<file path="config.mk">
export PLATFORM = sky130hd
export DESIGN_NAME = byte_ring_queue_with_delete_core_flat
export DESIGN_NICKNAME = d
export VERILOG_FILES = /design/src/hw/rtl/brq_pkg.sv /design/src/hw/rtl/brq_req_if.sv /design/src/hw/rtl/brq_rsp_if.sv /design/src/hw/rtl/brq_ram.sv /design/src/hw/rtl/byte_ring_queue_with_delete_core.sv /design/src/flat_wrapper.sv
export SDC_FILE = /design/constraint.sdc
export NUM_CORES = 1
export LEC_CHECK = 0
export ABC_AREA = 1
export CAP_MARGIN = 20
export CORE_MARGIN = 2
export CORE_UTILIZATION = 25
export DETAILED_ROUTE_END_ITERATION = 6
export DONT_BUFFER_PORTS = 1
export HOLD_SLACK_MARGIN = 0.05
export PLACE_DENSITY_LB_ADDON = 0.08
export SETUP_SLACK_MARGIN = 0.2
export SLEW_MARGIN = 30
export SYNTH_ARGS = -nofsm -noshare
export SYNTH_HDL_FRONTEND = slang
export SYNTH_SLANG_ARGS = --single-unit
</file>
<file path="constraint.sdc">
create_clock -name clk -period 7.5 [get_ports clk]
set_clock_uncertainty 0.2 [all_clocks]
set_input_delay 1.5 -clock clk [delete_from_list [all_inputs] [get_ports clk]]
set_output_delay 1.5 -clock clk [all_outputs]
set_load 0.01 [all_outputs]
</file>
<file path="src/hw/rtl/brq_pkg.sv">
// brq_pkg: shared types and constants for the byte ring queue with delete.
// Command, status and sequencer state codes; default queue depth.
// No dependencies.
package brq_pkg;

	localparam int unsigned DEPTH_DEF = 16;
	localparam int unsigned BYTE_W    = 8;

	typedef enum logic [1:0] {
		CMD_APPEND = 2'd0,
		CMD_REMOVE = 2'd1,
		CMD_FIND   = 2'd2,
		CMD_NONE   = 2'd3
	} cmd_t;

	typedef enum logic [1:0] {
		STAT_OK        = 2'd0,
		STAT_OVERFLOW  = 2'd1,
		STAT_EMPTY     = 2'd2,
		STAT_NOT_FOUND = 2'd3
	} status_t;

	typedef enum logic [2:0] {
		ST_IDLE,
		ST_DISPATCH,
		ST_POP,
		ST_SEARCH,
		ST_SHIFT,
		ST_RESULT
	} state_t;

endpackage

</file>
<file path="src/hw/rtl/brq_req_if.sv">
// brq_req_if: command channel of the byte ring queue (valid/ready + payload).
// Depends on nothing.
interface brq_req_if;
	logic       valid;
	logic       ready;
	logic [1:0] command;
	logic [7:0] data_in;

	modport source (output valid, output command, output data_in, input ready);
	modport sink   (input valid, input command, input data_in, output ready);
endinterface

</file>
<file path="src/hw/rtl/brq_rsp_if.sv">
// brq_rsp_if: result channel of the byte ring queue (valid/ready + payload).
// OCC_W follows the queue depth; depends on nothing.
interface brq_rsp_if #(
	parameter int unsigned OCC_W = 5
);
	logic             valid;
	logic             ready;
	logic [7:0]       data_out;
	logic [1:0]       status;
	logic [OCC_W-1:0] occupancy;

	modport source (output valid, output data_out, output status, output occupancy,
		input ready);
	modport sink   (input valid, input data_out, input status, input occupancy,
		output ready);
endinterface

</file>
<file path="src/hw/rtl/brq_ram.sv">
// brq_ram: generic one-write, one-read RAM with registered read data.
// Width and depth set by parameters; no dependencies.
module brq_ram #(
	parameter int unsigned WIDTH = 8,
	parameter int unsigned DEPTH = 16,
	localparam int unsigned AW = (DEPTH > 1) ? $clog2(DEPTH) : 1
) (
	input  logic             clk,
	input  logic             we,
	input  logic [AW-1:0]    waddr,
	input  logic [WIDTH-1:0] wdata,
	input  logic [AW-1:0]    raddr,
	output logic [WIDTH-1:0] rdata
);

	logic [WIDTH-1:0] mem [DEPTH];

	always_ff @(posedge clk) begin
		if (we) begin
			mem[waddr] <= wdata;
		end
		rdata <= mem[raddr];
	end

endmodule

</file>
<file path="src/hw/rtl/byte_ring_queue_with_delete_core.sv">
// byte_ring_queue_with_delete_core: ring queue of bytes with append, remove and
// find-and-delete, run by a small sequencer over one RAM port pair.
// Depends on brq_pkg, brq_req_if, brq_rsp_if and brq_ram.
//
//   channel | dir | payload                          | transfer when
//   --------+-----+----------------------------------+------------------------
//   req     | in  | command[1:0], data_in[7:0]       | req.valid & req.ready
//   rsp     | out | data_out[7:0], status[1:0], occ. | rsp.valid & rsp.ready
//
// Append and unused codes pass through dispatch and result, remove through
// dispatch, pop and result. Find passes through dispatch, scans entries until a
// match or the end, shifts any entries behind a match one place up and ends in
// result; the single read port of the store reads one entry per cycle, with the
// shift writing one entry per cycle behind it.
// One command is in flight at a time; req.ready is high only while idle.
// A finished result sits in the output register until taken, and a new command
// is accepted meanwhile; its result waits in the sequencer if the register is
// still full. Reset clears indices, count and control; the store is not cleared.
module byte_ring_queue_with_delete_core
	import brq_pkg::*;
#(
	parameter int unsigned DEPTH = DEPTH_DEF,
	localparam int unsigned IDX_W = (DEPTH > 1) ? $clog2(DEPTH) : 1,
	localparam int unsigned CNT_W = $clog2(DEPTH + 1)
) (
	input  logic      clk,
	input  logic      arst_n,
	brq_req_if.sink   req,
	brq_rsp_if.source rsp
);

	// Ring index helpers: wrap at DEPTH, which need not be a power of two.
	function automatic logic [IDX_W-1:0] next_idx(input logic [IDX_W-1:0] i);
		return (i == IDX_W'(DEPTH - 1)) ? '0 : i + 1'b1;
	endfunction

	function automatic logic [IDX_W-1:0] prev_idx(input logic [IDX_W-1:0] i);
		return (i == '0) ? IDX_W'(DEPTH - 1) : i - 1'b1;
	endfunction

	state_t state_q, state_d;

	// Queue bookkeeping
	logic [IDX_W-1:0] head_q, head_d;
	logic [IDX_W-1:0] tail_q, tail_d;
	logic [CNT_W-1:0] count_q, count_d;

	// Command under work
	cmd_t             cmd_q;
	logic [7:0]       data_q;

	// Walk pointer and entries still to scan
	logic [IDX_W-1:0] ptr_q, ptr_d;
	logic [CNT_W-1:0] rem_q, rem_d;

	// Pending result
	logic [7:0]       res_data_q, res_data_d;
	status_t          res_status_q, res_status_d;

	// Output register
	logic             out_valid_q;
	logic [7:0]       out_data_q;
	status_t          out_status_q;
	logic [CNT_W-1:0] out_occ_q;

	// Store ports
	logic             ram_we;
	logic [IDX_W-1:0] ram_waddr;
	logic [7:0]       ram_wdata;
	logic [IDX_W-1:0] ram_raddr;
	logic [7:0]       ram_rdata;

	logic             req_xfer;
	logic             rsp_xfer;
	logic             out_free;
	logic             full;
	logic [IDX_W-1:0] ptr_nxt;

	assign req.ready = (state_q == ST_IDLE);
	assign req_xfer  = req.valid && req.ready;
	assign rsp_xfer  = out_valid_q && rsp.ready;
	assign out_free  = !out_valid_q || rsp.ready;
	assign full      = (count_q == CNT_W'(DEPTH));
	assign ptr_nxt   = next_idx(ptr_q);

	brq_ram #(
		.WIDTH (BYTE_W),
		.DEPTH (DEPTH)
	) u_store (
		.clk   (clk),
		.we    (ram_we),
		.waddr (ram_waddr),
		.wdata (ram_wdata),
		.raddr (ram_raddr),
		.rdata (ram_rdata)
	);

	// Sequencer: next state, bookkeeping updates and store accesses.
	always_comb begin
		state_d      = state_q;
		head_d       = head_q;
		tail_d       = tail_q;
		count_d      = count_q;
		ptr_d        = ptr_q;
		rem_d        = rem_q;
		res_data_d   = res_data_q;
		res_status_d = res_status_q;
		ram_we       = 1'b0;
		ram_waddr    = tail_q;
		ram_wdata    = data_q;
		ram_raddr    = head_q;

		case (state_q)
			ST_IDLE: begin
				if (req_xfer) begin
					state_d = ST_DISPATCH;
				end
			end

			ST_DISPATCH: begin
				// Head is read this cycle for remove and find.
				res_data_d   = '0;
				res_status_d = STAT_OK;
				ptr_d        = head_q;
				rem_d        = count_q;
				state_d      = ST_RESULT;
				case (cmd_q)
					CMD_APPEND: begin
						if (count_q == '0) begin
							ram_we  = 1'b1;
							count_d = CNT_W'(1);
						end else if (full) begin
							res_status_d = STAT_OVERFLOW;
						end else begin
							ram_we    = 1'b1;
							ram_waddr = next_idx(tail_q);
							tail_d    = next_idx(tail_q);
							count_d   = count_q + 1'b1;
						end
					end
					CMD_REMOVE: begin
						if (count_q == '0) begin
							res_status_d = STAT_EMPTY;
						end else begin
							state_d = ST_POP;
						end
					end
					CMD_FIND: begin
						if (count_q == '0) begin
							res_status_d = STAT_NOT_FOUND;
						end else begin
							state_d = ST_SEARCH;
						end
					end
					default: begin
						// Unused code: leave the queue alone, report ok.
					end
				endcase
			end

			ST_POP: begin
				res_data_d = ram_rdata;
				if (count_q == CNT_W'(1)) begin
					// Head stays put so head and tail still coincide.
					count_d = '0;
				end else begin
					head_d  = next_idx(head_q);
					count_d = count_q - 1'b1;
				end
				state_d = ST_RESULT;
			end

			ST_SEARCH: begin
				// ram_rdata holds the entry at ptr_q; prefetch the one after.
				ram_raddr = ptr_nxt;
				if (ram_rdata == data_q) begin
					res_status_d = STAT_OK;
					if (count_q == CNT_W'(1)) begin
						count_d = '0;
						state_d = ST_RESULT;
					end else if (ptr_q == tail_q) begin
						tail_d  = prev_idx(tail_q);
						count_d = count_q - 1'b1;
						state_d = ST_RESULT;
					end else begin
						state_d = ST_SHIFT;
					end
				end else if (rem_q == CNT_W'(1)) begin
					res_status_d = STAT_NOT_FOUND;
					state_d      = ST_RESULT;
				end else begin
					ptr_d = ptr_nxt;
					rem_d = rem_q - 1'b1;
				end
			end

			ST_SHIFT: begin
				// ram_rdata holds the entry after ptr_q: move it one place up.
				ram_we    = 1'b1;
				ram_waddr = ptr_q;
				ram_wdata = ram_rdata;
				ram_raddr = next_idx(ptr_nxt);
				ptr_d     = ptr_nxt;
				if (ptr_nxt == tail_q) begin
					tail_d  = prev_idx(tail_q);
					count_d = count_q - 1'b1;
					state_d = ST_RESULT;
				end
			end

			ST_RESULT: begin
				// Hold until the output register can take the result.
				if (out_free) begin
					state_d = ST_IDLE;
				end
			end

			default: begin
				state_d = ST_IDLE;
			end
		endcase
	end

	always_ff @(posedge clk or negedge arst_n) begin
		if (!arst_n) begin
			state_q <= ST_IDLE;
		end else begin
			state_q <= state_d;
		end
	end

	always_ff @(posedge clk or negedge arst_n) begin
		if (!arst_n) begin
			head_q  <= '0;
			tail_q  <= '0;
			count_q <= '0;
		end else begin
			head_q  <= head_d;
			tail_q  <= tail_d;
			count_q <= count_d;
		end
	end

	// Working registers: payload only, no reset needed.
	always_ff @(posedge clk) begin
		if (req_xfer) begin
			cmd_q  <= cmd_t'(req.command);
			data_q <= req.data_in;
		end
		ptr_q        <= ptr_d;
		rem_q        <= rem_d;
		res_data_q   <= res_data_d;
		res_status_q <= res_status_d;
	end

	// Output register: load a finished result, drop it once transferred.
	always_ff @(posedge clk or negedge arst_n) begin
		if (!arst_n) begin
			out_valid_q <= 1'b0;
		end else if (state_q == ST_RESULT && out_free) begin
			out_valid_q <= 1'b1;
		end else if (rsp_xfer) begin
			out_valid_q <= 1'b0;
		end
	end

	always_ff @(posedge clk) begin
		if (state_q == ST_RESULT && out_free) begin
			out_data_q   <= res_data_q;
			out_status_q <= res_status_q;
			out_occ_q    <= count_q;
		end
	end

	assign rsp.valid     = out_valid_q;
	assign rsp.data_out  = out_data_q;
	assign rsp.status    = out_status_q;
	assign rsp.occupancy = out_occ_q;

`ifndef SYNTHESIS
	a_count_bound : assert property (@(posedge clk) disable iff (!arst_n)
		count_q <= CNT_W'(DEPTH))
		else $error("entry count above depth");

	a_empty_aligned : assert property (@(posedge clk) disable iff (!arst_n)
		(count_q == '0) |-> (head_q == tail_q))
		else $error("head and tail apart on an empty queue");

	a_count_step : assert property (@(posedge clk) disable iff (!arst_n)
		(count_q != $past(count_q)) |->
			((count_q == $past(count_q) + 1'b1) || (count_q + 1'b1 == $past(count_q))))
		else $error("entry count moved by more than one");

	a_idle_holds : assert property (@(posedge clk) disable iff (!arst_n)
		(state_q == ST_IDLE && !req_xfer) |=> (state_q == ST_IDLE))
		else $error("sequencer left idle without a command transfer");
`endif

endmodule

</file>
<file path="src/flat_wrapper.sv">
// flat-port wrapper written by rule: the top's interface ports become plain ports
module byte_ring_queue_with_delete_core_flat import brq_pkg::*;
#(
	parameter int unsigned DEPTH = DEPTH_DEF,
	localparam int unsigned IDX_W = (DEPTH > 1) ? $clog2(DEPTH) : 1,
	localparam int unsigned CNT_W = $clog2(DEPTH + 1)
)
  (clk, arst_n, req_valid, req_command, req_data_in, req_ready, rsp_valid, rsp_data_out, rsp_status, rsp_occupancy, rsp_ready);
  brq_req_if req_i ();
  brq_rsp_if #(.OCC_W(($clog2(DEPTH + 1)))) rsp_i ();
  input  logic clk;
  input  logic arst_n;
  input wire logic [$bits(req_i.valid)-1:0] req_valid;
  input wire logic [$bits(req_i.command)-1:0] req_command;
  input wire logic [$bits(req_i.data_in)-1:0] req_data_in;
  output wire logic [$bits(req_i.ready)-1:0] req_ready;
  output wire logic [$bits(rsp_i.valid)-1:0] rsp_valid;
  output wire logic [$bits(rsp_i.data_out)-1:0] rsp_data_out;
  output wire logic [$bits(rsp_i.status)-1:0] rsp_status;
  output wire logic [$bits(rsp_i.occupancy)-1:0] rsp_occupancy;
  input wire logic [$bits(rsp_i.ready)-1:0] rsp_ready;
  assign req_i.valid = req_valid;
  assign req_i.command = req_command;
  assign req_i.data_in = req_data_in;
  assign req_ready = req_i.ready;
  assign rsp_valid = rsp_i.valid;
  assign rsp_data_out = rsp_i.data_out;
  assign rsp_status = rsp_i.status;
  assign rsp_occupancy = rsp_i.occupancy;
  assign rsp_i.ready = rsp_ready;
  byte_ring_queue_with_delete_core #(.DEPTH(DEPTH)) u_core (.clk(clk), .arst_n(arst_n), .req(req_i), .rsp(rsp_i));
endmodule
</file>
==> impl_metrics.ini <==
[die]
die-area_um2 = 39400
core.rowCount = 71
dieWidth_um = 198
core_um2 = 37400
start_util_pct = 25.3
die_h_um = 198
ios = 31

[grt]
gr-total-overflow = 0
grt_max_degree = 67
grt_pass1_wl_mm = 41.2
first_global_vias = 6353
antenna_found_initial = 0
grt_use_total_pct = 14.4

[setup_path]
rr_worst_depth = 14
cp_data_required_time_ns = 7.64
startpoint_type = register
path_class = reg2reg
rrSetupSlack_ns = 3.75
endpoint_kind = register
r2r-start = u_core.state_q[1]$_DFFE_PN0P_
arrival_ns = 3.89
r2r_end = u_core.u_store.rdata[0]$_DFF_P_
crit_fanout = 66

[synthesis]
yosys_warnings = 0
yosys.area_share.simple_pct = 25.3
synth.distinct_cells = 42
synth_top_family_by_area = simple AND/OR/NAND/NOR gates
synth_nets = 1001
yosys.area_share.adder_pct = 2.25
synth-compound-area-share_pct = 3.83
avgSynthCellArea_um2 = 9.74
ys_ff_latch = 197
synth.area.mux_share_pct = 0.331
synth-xor-area-share_pct = 2.32
syn_inst = 970
yosysSeqAreaShare_pct = 60.9
syn_area_um2 = 9450

[timing]
maxSlewViolCount = 0
min_period_over_period_pct = 50.0
timing.final.ws_setup_ns = 3.75
fin_crit_ns = 3.75
fmax_ghz = 0.267
rsz0062_at_grt = false
max-slew-margin-rel_pct = 36.6
tightest_slew_ns = 0.948
hold_viol = 0
setup_viol = 0
tns_ns = 0

[power_and_ir_drop]
p_leak_nw = 4.26
p_switching_mw = 2.37
switching_share_pct = 46.7
power_frac_comb_pct = 46.4
clkPwrFrac_pct = 19.0
seq_power_share_pct = 34.6
total_power_mw = 5.07
power.density_nw_per_um2 = 480
intPower_mw = 2.70
vdd.ir_drop.worst_mv = 0.167

[route]
drtIter0Drc = 501
drc = 0
first_pass_iters = 5
postRouteAntennaNets = 0
vias_per_cell = 4.33
post_drt_wl_per_cell_um = 18.2
drt-total-wl_mm = 27.1
vias = 6437

[worst_hold_path]
whs_endpoint = u_core.rsp.data_out[6]$_DFFE_PP_
holdCritStartpoint = u_core.res_data_q[6]$_SDFFCE_PN0P_
hp-class = reg2reg
hold_path_depth = 0

[layout]
final_layout_size_suffix_gt1_share_pct = 7.89
syn2layout_area_growth_pct = 11.6
nNetsFinal = 995
seqCellArea_um2 = 5750
fill_cells = 3927
multi_input_area_um2 = 3230
layout_common_cells = 389 x nand2_1, 172 x edfxtp_1, 101 x nand3_1, 49 x inv_1, 48 x nor2_1
fin_area_um2 = 10500
layout_commonest_cell = nand2_1
fin_cells = 1488

[placement]
portBuffers = 0
placed_cell_area_um2 = 9940
dp_cells = 1456
gp_congestion = 0.804
dp_hpwl_mm = 17.8
pre_cts_ws_ns = 3.25

[clock_tree]
cts_resized = 0
cts_buffers = 17
clock_path_buffers = 2
ctsHoldBuffers = 0
htree_levels = 4
cts.sinks = 197
root_buffer = clkbuf_16
path_clk_slew_ns = 0.08
tritoncts = yes
clock_latency_ns = 0.45
post_cts_buffers = 0

[run]
cap_violations = 0

[outcome]
status = completed
## worst max path at each step
stage / startpoint / to / slack [ns] / cells after the start
floorplan: rsp_ready / u_core.rsp.data_out[0]$_DFFE_PP_ / 4.70 / 2
global placement: u_core.state_q[1]$_DFFE_PN0P_ / u_core.u_store.rdata[3]$_DFF_P_ / 3.29 / 14
detailed placement: u_core.state_q[1]$_DFFE_PN0P_ / u_core.u_store.rdata[3]$_DFF_P_ / 3.25 / 14
CTS: u_core.state_q[1]$_DFFE_PN0P_ / u_core.u_store.rdata[3]$_DFF_P_ / 3.21 / 14
global route: u_core.state_q[1]$_DFFE_PN0P_ / u_core.u_store.rdata[2]$_DFF_P_ / 3.38 / 14
finish: u_core.state_q[1]$_DFFE_PN0P_ / u_core.u_store.rdata[0]$_DFF_P_ / 3.75 / 14
## per-stage QoR
stage	utilization [%]	hold WS (ns)
after floorplan	-	0.200
after global placement	26.6	0.205
after detailed placement	26.6	0.210
after CTS	28.2	0.228
after global routing	28.2	0.243
final	28.2	0.226
## layout make-up
type	instances	share of cell area (%)
Antenna cell	1	0.0237
Clock buffer	18	4.07
Timing Repair Buffer	13	0.925
Multi-Input combinational cell	675	30.6
Inverter	60	2.18
Clock inverter	13	1.60
Sequential cell	197	54.5
Tap cell	511	6.06
## cells in the mapped netlist (all sizes together)
master	number	area share (%)
ha	17	2.3
o21ai	41	2.2
edfxtp	172	55
nand2	394	16
nor3	3	0.16
mux2i	2	0.21
nand3	106	6.0
nor2	57	2.8
nand4	1	0.066
inv	59	2.4
or2	4	0.26
buf	31	2.4
mux2	1	0.12
clkinv	1	0.040
o22ai	4	0.26
a22oi	3	0.24
xor2	19	1.8
clkbuf	7	0.29
o211ai	2	0.16
xnor2	6	0.56
a32oi	1	0.093
dfrtp	17	4.5
dfxtp	8	1.7
a21oi	14	0.86
## cells by family (layout without fill, tap and decap cells)
| logic type | after synthesis | after routing |
|---|---|---|
| flip-flops | 197 | 197 |
| AO/OA/AOI/OAI | 65 | 65 |
| other | 0 | 1 |
| adder cells (fa/ha/maj) | 17 | 17 |
| buffers and inverters | 98 | 104 |
| AND/OR/NAND/NOR | 565 | 565 |
| multiplexers | 3 | 3 |
| XOR/XNOR | 25 | 25 |
## critical path, stage by stage, from the launching register on
cell	delay [ns]
dfrtp_1	0.54
nor2_4	0.20
nand2_4	0.22
nand3_2	0.13
buf_4	0.66
nand3_4	0.65
buf_4	0.46
nand2_1	0.09
nand2_1	0.05
nand2_1	0.06
nand2_1	0.05
nand2_1	0.08
nand2_1	0.08
nand2_1	0.07
nand2_1	0.06
## registers in the layout (all words and copies together), names as in the netlist, 5 cells and up
signal,count
u_core.count_q,5
u_core.data_q,8
u_core.rem_q,5
u_core.res_data_q,8
u_core.rsp.data_out,8
u_core.rsp.occupancy,5
u_core.u_store.mem,128
u_core.u_store.rdata,8
## layer usage
metal	up-vias	global-route usage (%)	part of all wire [%]
met3	16	2.63	2.3
met4	0	4.01	1.1
met2	86	21.2	43
met5	-	0	0
met1	3136	21.4	54
li1	3199	-	-
## power groups by stage
stage	registers [mW]	logic [mW]	clock network [mW]
final	1.75	2.35	0.961
after global routing	1.79	2.68	1.03
after CTS	1.76	2.41	0.986
after detailed placement	1.78	2.40	0
after global placement	1.79	2.44	0
after floorplan	1.68	1.75	0
No activity file was read; power rests on OpenSTA's default activity.
